### config.mk
export PLATFORM = sky130hd
export DESIGN_NAME = csi_div
export DESIGN_NICKNAME = d
export VERILOG_FILES = /design/src/rtl/assert_macros.svh /design/src/rtl/csi_pkg.sv /design/src/rtl/csi_div.sv
export SDC_FILE = /design/constraint.sdc
export NUM_CORES = 1
export LEC_CHECK = 0
export BUFFER_PORTS_ARGS = -buffer_cell sky130_fd_sc_hd__buf_4
export CORE_MARGIN = 4
export CORE_UTILIZATION = 45
export DETAILED_ROUTE_END_ITERATION = 8
export SLEW_MARGIN = 0
export SYNTH_ARGS = -nofsm -noshare
export SYNTH_HDL_FRONTEND = slang
export SYNTH_SLANG_ARGS = --single-unit
export TNS_END_PERCENT = 30
### constraint.sdc
create_clock -name i_clk -period 29 [get_ports i_clk]
set_input_delay 4.35 -clock i_clk [delete_from_list [all_inputs] [get_ports i_clk]]
set_output_delay 4.35 -clock i_clk [all_outputs]
set_load 0.01 [all_outputs]
### src/rtl/assert_macros.svh
// Assertion macros used by the cubic_spline_interpolator top level.
// No dependencies.
`ifndef ASSERT_MACROS_SVH
`define ASSERT_MACROS_SVH
// implication checked on every rising clock edge outside reset
`define ASSERT_IMP(label, clk, rst_n, pre, post) \
    label: assert property (@(posedge clk) disable iff (!rst_n) (pre) |-> (post)) \
        else $error("assertion failed");
// implication checked in the cycle after the antecedent
`define ASSERT_NEXT(label, clk, rst_n, pre, post) \
    label: assert property (@(posedge clk) disable iff (!rst_n) (pre) |=> (post)) \
        else $error("assertion failed");
`endif

### src/rtl/csi_pkg.sv
// Shared constants and types of the cubic spline interpolator.
// No dependencies.
`timescale 1ns / 1ps
`default_nettype none
package csi_pkg;
    localparam int MaxPoints = 64;
    localparam int TimeW = 16;
    localparam int ValW = 16;
    localparam int WideW = 128;
    localparam logic ActWrite = 1'b0;
    localparam logic ActQuery = 1'b1;
    localparam int RegPointCount = 0;
    typedef struct packed {
        logic start;
        logic busy;
        logic done;
    } t_div_ctl;
endpackage
`default_nettype wire

### src/rtl/csi_div.sv
// Restoring divider: 128-bit magnitude by 128-bit divisor, one bit a cycle,
// with round-half-up of the quotient. Depends on csi_pkg.
`timescale 1ns / 1ps
`default_nettype none
module csi_div (
    input  wire logic                          i_clk,
    input  wire logic                          i_rst_n,
    input  wire logic                          i_start,
    input  wire logic [csi_pkg::WideW-1:0]     i_num,
    input  wire logic [csi_pkg::WideW-1:0]     i_den,
    output csi_pkg::t_div_ctl                  o_ctl,
    output logic      [csi_pkg::WideW-1:0]     o_quo
);
    logic [csi_pkg::WideW-1:0] r_num, r_den, r_rem, r_quo;
    logic [7:0] r_cnt;
    logic r_busy, r_done;
    logic [csi_pkg::WideW:0] n_sh;
    logic [csi_pkg::WideW:0] n_diff;

    always_comb begin
        n_sh = {r_rem, r_num[csi_pkg::WideW-1]};
        n_diff = n_sh - {1'b0, r_den};
    end

    always_ff @(posedge i_clk) begin
        if (!i_rst_n) begin
            r_busy <= 1'b0;
            r_done <= 1'b0;
            r_cnt <= '0;
        end else begin
            r_done <= 1'b0;
            if (i_start) begin
                r_busy <= 1'b1;
                r_num <= i_num;
                r_den <= i_den;
                r_rem <= '0;
                r_quo <= '0;
                r_cnt <= 8'(csi_pkg::WideW);
            end else if (r_busy) begin
                if (r_cnt == 8'd0) begin
                    // round: 2r >= d
                    if ({r_rem, 1'b0} >= {1'b0, r_den}) r_quo <= r_quo + 1'b1;
                    r_busy <= 1'b0;
                    r_done <= 1'b1;
                end else begin
                    r_num <= r_num << 1;
                    if (!n_diff[csi_pkg::WideW]) begin
                        r_rem <= n_diff[csi_pkg::WideW-1:0];
                        r_quo <= {r_quo[csi_pkg::WideW-2:0], 1'b1};
                    end else begin
                        r_rem <= n_sh[csi_pkg::WideW-1:0];
                        r_quo <= {r_quo[csi_pkg::WideW-2:0], 1'b0};
                    end
                    r_cnt <= r_cnt - 8'd1;
                end
            end
        end
    end

    assign o_ctl = '{start: i_start, busy: r_busy, done: r_done};
    assign o_quo = r_quo;
endmodule
`default_nettype wire

-- Yosys cells after proc, flatten, opt, wreduce, memory -nomap -nowiden
Cells that the tools add are included.
- output and inout port bits: 131
- bits of input ports: 259
- logic and storage cells: 43
- register bits after elaboration: 522
- multiplexer cells: 17
- reductions and logical operators: 9
- bitwise operators: 3
- equality and inequality tests: 2
- $add $sub $neg: 3
- magnitude comparators: 1
- operator list (kind ; number):
    $mux 128 ; 9
    $ge 129x128->1 ; 1
    $sub 129x128->129 ; 1
    $add 128x1->128 const B ; 1
    $mux 8 ; 3
    $logic_not 8->1 ; 1
    $sub 8x1->8 const B ; 1
    $reduce_and 2->1 ; 3
    $reduce_and 3->1 ; 2
    $mux 1 ; 5
    $ne 3x2->1 const B ; 1
    $not 1->1 ; 3
    $reduce_or 3->1 ; 1
    $ne 2x2->1 const B ; 1
    $reduce_bool 2->1 ; 1
    $reduce_or 2->1 ; 1

-- Longest topological paths before layout
Gate-level depths: netlist (run 1).
- depth after elaboration: 4
- gate-level depth with buffers: 16
- mapped depth without buffers: 14

-- Worst setup path before layout (run 1)
OpenSTA, ideal clock, no wires.
- kind: input port to flip-flop
- start point: input port i_start
- end point: register r_num[0] (netlist bit) (enable)
- stages: 4
- setup slack: 11931 ps
- arrival: 16162 ps
- setup time: 907 ps
- data required time: 28093 ps
- path buffers: 2
- path through: clkbuf_1 > clkbuf_1 > a21oi_1 > nor2b_1
- word-level cells in the longest chain between the ends: 2
- elaborated cells between the ends (all ways): 3
- classes of those cells: eq/ne: 1; reduce/logical: 2
- ends and longest elaborated chain (element ; RTL line ; RTL):
    start, declared ; csi_div.sv:8 ; input wire logic i_start,
    $ne 2x2->1 (no line) / $reduce_bool 2->1 (equally long branches) ; -- ;
    $reduce_and 3->1 (no line) (*) ; -- ;
    end signal, assigned ; csi_div.sv:34 ; r_num <= i_num;
    end signal, assigned ; csi_div.sv:46 ; r_num <= r_num << 1;
    end, declared ; csi_div.sv:14 ; logic [csi_pkg::WideW-1:0] r_num, r_den, r_rem, r_quo;
Every way passes the cells marked *; elsewhere a longest branch is shown, timed or not.
A chain may end at the register's enable or synchronous reset.

-- Final worst setup path (run 1)
- start point: input port i_start
- end point: output port o_ctl[2] (netlist bit)
- RTL lines (element ; RTL line ; RTL):
    end, declared ; csi_div.sv:11 ; output csi_pkg::t_div_ctl o_ctl,
No word-level cell between the ends.

==> results.md, run 1 <==
- Max-slew violations: 0
- Number of buffers added on ports: 389
- Post-synthesis sequential area ratio: 46.15%
- Root Buffer: clkbuf_16
- Largest net degree at the start of global routing: 190
- Worst Hold Endpoint: r_cnt[1]
- Total CTS buffers: 61
- Worst r2r src: r_den[4]
- DRC Markers: 0
- Total track usage: 25.36%
- Drt total wl: 105100 um
- Antenna violations before repair: 5
- Hold path start: r_cnt[1]
- Final Cell Area: 0.03929 sq mm
- Post-synth EDFFs: 512
- Slew of the pin with the lowest slew margin: 1.298 ns
- # rows: 100
- Worst Skew: 0.02720 ns
- Layout cells sized above 1: 17.64%
- Die area: 0.07945 sq mm
- Worst hold path depth: 2
- Net Switching: 811.0 uW
- CTS tree: done
- Placed instance area: 0.03729 sq mm
- CP max FO: 85
- Final period utilization: 32.19%
- Worst slew margin: 13.49%
- Post-Route Utilization: 52.78%
- CTS Hold Bufs: 0
- Clk buf depth: 3
- Max cap viols: 0
- Detail Route Antenna Nets: 0
- R2r worst-path depth: 15
- 1st-pass router iterations: 6
- Clock Latency Late Sink: 0.65 ns
- Largest delay share family, worst path: buffers and inverters
- Vias: 28.67k
- Clock power frac: 32.0%
- Clock Sinks: 522
- First-pass GRT wire length: 159200 um
- Post CTS Setup Buffer Count: 0
- Placed Cells: 4757
- Final nets: 4242
- I/O pin total: 390
- Critical Path Slowest Stage Cell: buf_8
- Layout Cells excl Fill: 4873
- Status: completed
- Buf+Inv Stages, Crit Path: 2
- Die Wd: 281.9 um
- Worst reg2reg path endpoint: o_quo[83]
- P_leak: 15.01 nW
- Hold Violations, Final: 0
- Flop2flop setup slack: 22.53 ns
- Core area: 0.07445 sq mm
- Vert. Die Dim: 281.9 um
- Routed length per instance: 21.57 um
- Sequential Area: 0.01557 sq mm
- Fin crit period: 9.336 ns
- Final setup viols: 0
- Worst path required time: 24.65 ns
- PostCTS Resize Cnt: 0
- Int Pwr: 1.625 mW
- Achievable frequency: 0.1071 GHz
- Area growth, synth to finish: 16.41%
- YS warnings: 0
- Net Sw Frac: 33.29%
- Via-to-Cell Ratio: 5.883
- Iter 0 DRT Violations: 2490
- Seq cells post-synth: 522
- Crit path DAT: 4.99 ns
- Avg Cell Area, Syn: 9.441 sq um
- Mapped Nets: 3966
- Hold WS: 0.4905 ns
- Reg clk slew, reported paths: 0.06 ns
- Hold WC Path Type: flop to flop
- Unrepaired setup endpoints after global routing: no
- Gpl congestion: 0.9285
- Crit path largest cell delay: 0.37 ns
- Worst Setup End Kind: output pin
- Post-synth ARST share: 0%
- Post-Syn Instances: 3575
- CP startpoint kind: primary input
- PwrDens: 61.99 mW/mm^2
- Number of global-route vias before repair: 27.33k
- Worst path cell trace: buf_8 > buf_4
- Ys flop type: edfxtp_1
- Logic gate share of total power: 27.9%
- Total Power: 2.436 mW
- Setup WS post-layout: 19.66 ns
- # H-tree levels: 2
- HPWL Detailed: 76930 um
- Maximum vdd drop: 0.00004840 V
- Sequential power share: 40.1%
- Crit path kind: primary input to output pin
- Multi-input gate area: 0.01662 sq mm
- Global route overflow: 0
- Initial core utilization: 45.34%
- Dpl ws: 19.58 ns
- Fill cell count: 6973
- Synth Cell Area: 0.03375 sq mm
- Post-route setup TNS: 0 ns
- Yosys cell types: 97
## placed cells by master, fill, tap and decap left out, drive strengths merged, types with 27 or more instances in the layout
cell type / count
mux2i: 34
a21o: 55
nand4: 123
nor3: 78
xor2: 42
and3: 39
mux2: 127
o21a: 27
o211ai: 40
clkinv: 29
inv: 211
o21bai: 48
buf: 410
clkbuf: 71
nand3: 137
o21ai: 235
xnor2: 85
or3: 35
ha: 131
nor4: 29
edfxtp: 512
a211oi: 47
nand2: 408
nor2: 292
a21oi: 389
## state kept, by name, indices dropped and copies added (netlist names)
signal / count
o_quo: 128
r_done: 1
r_den: 128
r_num: 128
r_busy: 1
r_cnt: 8
r_rem: 128
## worst min-delay path: stages (launching register included)
cell and delay (ns):
dfxtp_1 0.32, a21oi_1 0.06, nor2_1 0.07
## worst max path at each step
stage               cells after the start  endpoint     from  slack, ns
floorplan                               4  r_num[0]  i_start      11.93
global route                            2  o_ctl[2]  i_start      19.58
global placement                        2  o_ctl[2]  i_start      19.58
detailed placement                      2  o_ctl[2]  i_start      19.58
finish                                  2  o_ctl[2]  i_start      19.66
CTS                                     2  o_ctl[2]  i_start      19.58
## synth_stat cells (all sizes together) (14+ instances only)
master,count,area (sq um)
nand3,137,703.2
a21boi,17,127.6
or3,35,224.0
a31oi,21,131.4
clkbuf,135,508.0
nand4,123,805.8
xnor2,85,744.5
inv,208,780.8
ha,131,1639
o21ai,235,1180
and4,14,122.6
o211ai,40,305.3
edfxtp,512,15370
xor2,42,367.9
o21bai,48,360.4
and3,39,249.0
o21a,27,202.7
o31ai,17,127.6
nor3,78,406.6
mux2i,34,340.3
a211oi,47,372.9
nand2,408,1541
mux2,127,1430
a21oi,389,1954
a21o,55,412.9
nor2,292,1114
and2,23,145.1
buf,62,315.3
nor4,29,269.0
nand3b,14,105.1
## area by class of cell
cell class              instances  area share (%)
clock inverters                41           1.019
flip-flops and latches        522           39.64
diodes                          4         0.02548
repair buffers                410           7.917
multi-input cells            2648           42.29
inverters                     208           1.987
well taps                     969           3.086
clock buffers                  71           4.035
## logic make-up (layout without fill, tap and decap cells)
| group | Yosys count | count (layout) | share of synthesized area, % |
|---|---|---|---|
| buffers and inverters | 405 | 730 | 4.753 |
| DFF | 522 | 522 | 46.15 |
| other | 0 | 4 | 0 |
| and+or+nand+nor | 1249 | 1249 | 18.06 |
| xor gates and xnor gates | 127 | 127 | 3.296 |
| AOI/OAI and AO/OA | 979 | 979 | 17.58 |
| muxes | 161 | 161 | 5.246 |
| adders and majority gates | 132 | 132 | 4.916 |
## routing by layer
layer  vias up  track usage, %  routed length (um)
met5         -               0                  13
met4         2           8.119                3703
met3       181           5.564                8436
met2      1031           39.21               46560
met1     13687           35.67               46370
li1      13765               -                   -
## power groups by stage
stage | combinational, mW | sequential, mW | clock (mW)
after floorplan | 0.462 | 0.994 | 0
after global placement | 0.669 | 0.991 | 0
after detailed placement | 0.672 | 0.990 | 0
after CTS | 0.675 | 0.977 | 0.796
after global routing | 0.748 | 0.986 | 0.827
final | 0.680 | 0.978 | 0.778
(Power assumes the default switching activity.)
==> run 2: changes to the inputs <==
clock period = 9.55 ns   (was 29 ns; I/O delays follow)
==> run 2 against run 1 <==
Against the previous run: worst setup slack got worse by 16 ns; clock skew fell by 0.0064 ns; wire length fell by 0.78%; power rose to 3.0 times the previous value; critical path type is now flop to flop; global-route usage fell by 0.12 points; count of clock-buffer cells in the layout rose by 2; final cell count barely moved; largest power group unchanged; sequential power rose to 3.0 times the previous value; non-clock buffer count fell by 2; cell area fell by 0.16%.
==> results.md, run 2 (same netlist as run 1, synthesis figures left out) <==
- Global route overflow: 0
- Sequential Area: 0.01557 sq mm
- Hold path start: r_cnt[1]
- Worst Setup End Kind: flop
- Slew of the pin with the lowest slew margin: 1.120 ns
- Reg clk slew, reported paths: 0.06 ns
- PwrDens: 186.4 mW/mm^2
- Crit path kind: flop to flop
- # H-tree levels: 2
- Total CTS buffers: 60
- Routed length per instance: 21.42 um
- Gpl congestion: 0.9704
- CP startpoint kind: flop
- Total Power: 7.310 mW
- Area growth, synth to finish: 16.23%
- Clock Sinks: 522
- Post CTS Setup Buffer Count: 0
- Max-slew violations: 0
- Clk buf depth: 3
- Clock Latency Late Sink: 0.65 ns
- Hold Violations, Final: 0
- Unrepaired setup endpoints after global routing: no
- Root Buffer: clkbuf_16
- Iter 0 DRT Violations: 2474
- Flop2flop setup slack: 4.06 ns
- Vert. Die Dim: 281.9 um
- R2r worst-path depth: 10
- Drt total wl: 104300 um
- Via-to-Cell Ratio: 5.905
- Worst hold path depth: 2
- Die Wd: 281.9 um
- Post-route setup TNS: 0 ns
- Most common cell after layout, fill and taps aside: edfxtp_1
- Fill cell count: 6887
- Layout cells sized above 1: 17.39%
- Worst Skew: 0.02084 ns
- PostCTS Resize Cnt: 0
- Final nets: 4239
- Initial core utilization: 45.34%
- Worst path required time: 9.83 ns
- CTS Hold Bufs: 0
- Fin crit period: 5.486 ns
- DRC Markers: 0
- Worst Hold Endpoint: r_cnt[1]
- Die area: 0.07945 sq mm
- Worst reg2reg path endpoint: o_quo[18]
- I/O pin total: 390
- Achievable frequency: 0.1823 GHz
- Largest net degree at the start of global routing: 191
- First-pass GRT wire length: 159100 um
- P_leak: 14.95 nW
- Total track usage: 25.24%
- Post-Route Utilization: 52.69%
- Core area: 0.07445 sq mm
- Detail Route Antenna Nets: 0
- Placed Cells: 4755
- # rows: 100
- Max cap viols: 0
- Antenna violations before repair: 5
- Vias: 28.75k
- Multi-input gate area: 0.01662 sq mm
- CP max FO: 66
- Crit path DAT: 5.76 ns
- Worst slew margin: 24.38%
- Final setup viols: 0
- Hold WC Path Type: flop to flop
- 1st-pass router iterations: 5
- Final period utilization: 57.44%
- Most frequent cells in the layout: 512 x edfxtp_1, 406 x nand2_1, 404 x buf_4
- Status: completed
- Number of buffers added on ports: 389
- Number of global-route vias before repair: 27.22k
- HPWL Detailed: 75710 um
- CTS tree: done
- Maximum vdd drop: 0.0001557 V
- Layout Cells excl Fill: 4869
- Worst r2r src: r_rem[99]
==> run 2: cell types whose count changed in the layout (fill, tap and decap cells not counted), moves of 3 or more <==
cell	before	now
clkbuf_1	9	13
clkinv_1	11	15
clkinv_2	13	9
buf_4	407	404
clkinv_4	4	1
clkinvlp_4	3	6
==> run 2: critical path: stages (launching register included) <==
cell,delay (ns)
edfxtp_1,0.43
ha_1,0.47
nand4_1,0.22
or3_1,0.44
nor3_1,0.43
nand4_1,0.33
nor4_1,0.77
nor3_1,0.25
a21oi_4,0.19
buf_4,0.67
buf_4,0.81
==> run 2: metal layers <==
metal	vias up	GRT usage [%]	part of all wire [%]
met3	155	5.713	7.8
met1	13857	35.63	44
met5	-	0	0.029
met2	965	39.36	45
li1	13769	-	-
met4	4	6.800	2.8
==> run 2: worst max-delay path by stage <==
stage,startpoint,slack (ns),to,depth (start not counted)
6_report,r_rem[99],4.06,o_quo[18],10
5_1_grt,r_rem[99],3.82,o_quo[50],10
4_1_cts,r_rem[99],4.13,o_quo[49],10
3_5_place_dp,r_rem[99],4.16,o_quo[44],10
3_3_place_gp,r_rem[99],4.10,o_quo[66],10
2_1_floorplan,i_start,0.42,r_num[0],4
==> run 2: final cells by class <==
class                           instances  area share, %
Antenna cell                            2        0.01276
Sequential cell                       522          39.70
Multi-Input combinational cell       2648          42.36
Clock buffer                           73          3.952
Tap cell                              969          3.091
Inverter                              208          1.990
Clock inverter                         39         0.9728
Timing Repair Buffer                  408          7.923
==> run 2: power by group <==
part / switching, mW / internal [mW] / leakage [nW]
clock: 0.991 / 1.29 / 0.919
combinational: 1.28 / 0.779 / 9.05
sequential: 0.163 / 2.80 / 4.98
total: 2.44 / 4.87 / 15.0
==> run 2: metrics by stage <==
step	cell area, sq um	setup slack, ns	hold slack (ns)
after floorplan	33750	0.4189	0.4544
after global placement	37290	4.096	0.4692
after detailed placement	37290	4.156	0.4815
after global routing	39230	3.819	0.5323
final	39230	4.064	0.5031
after CTS	39220	4.130	0.4944
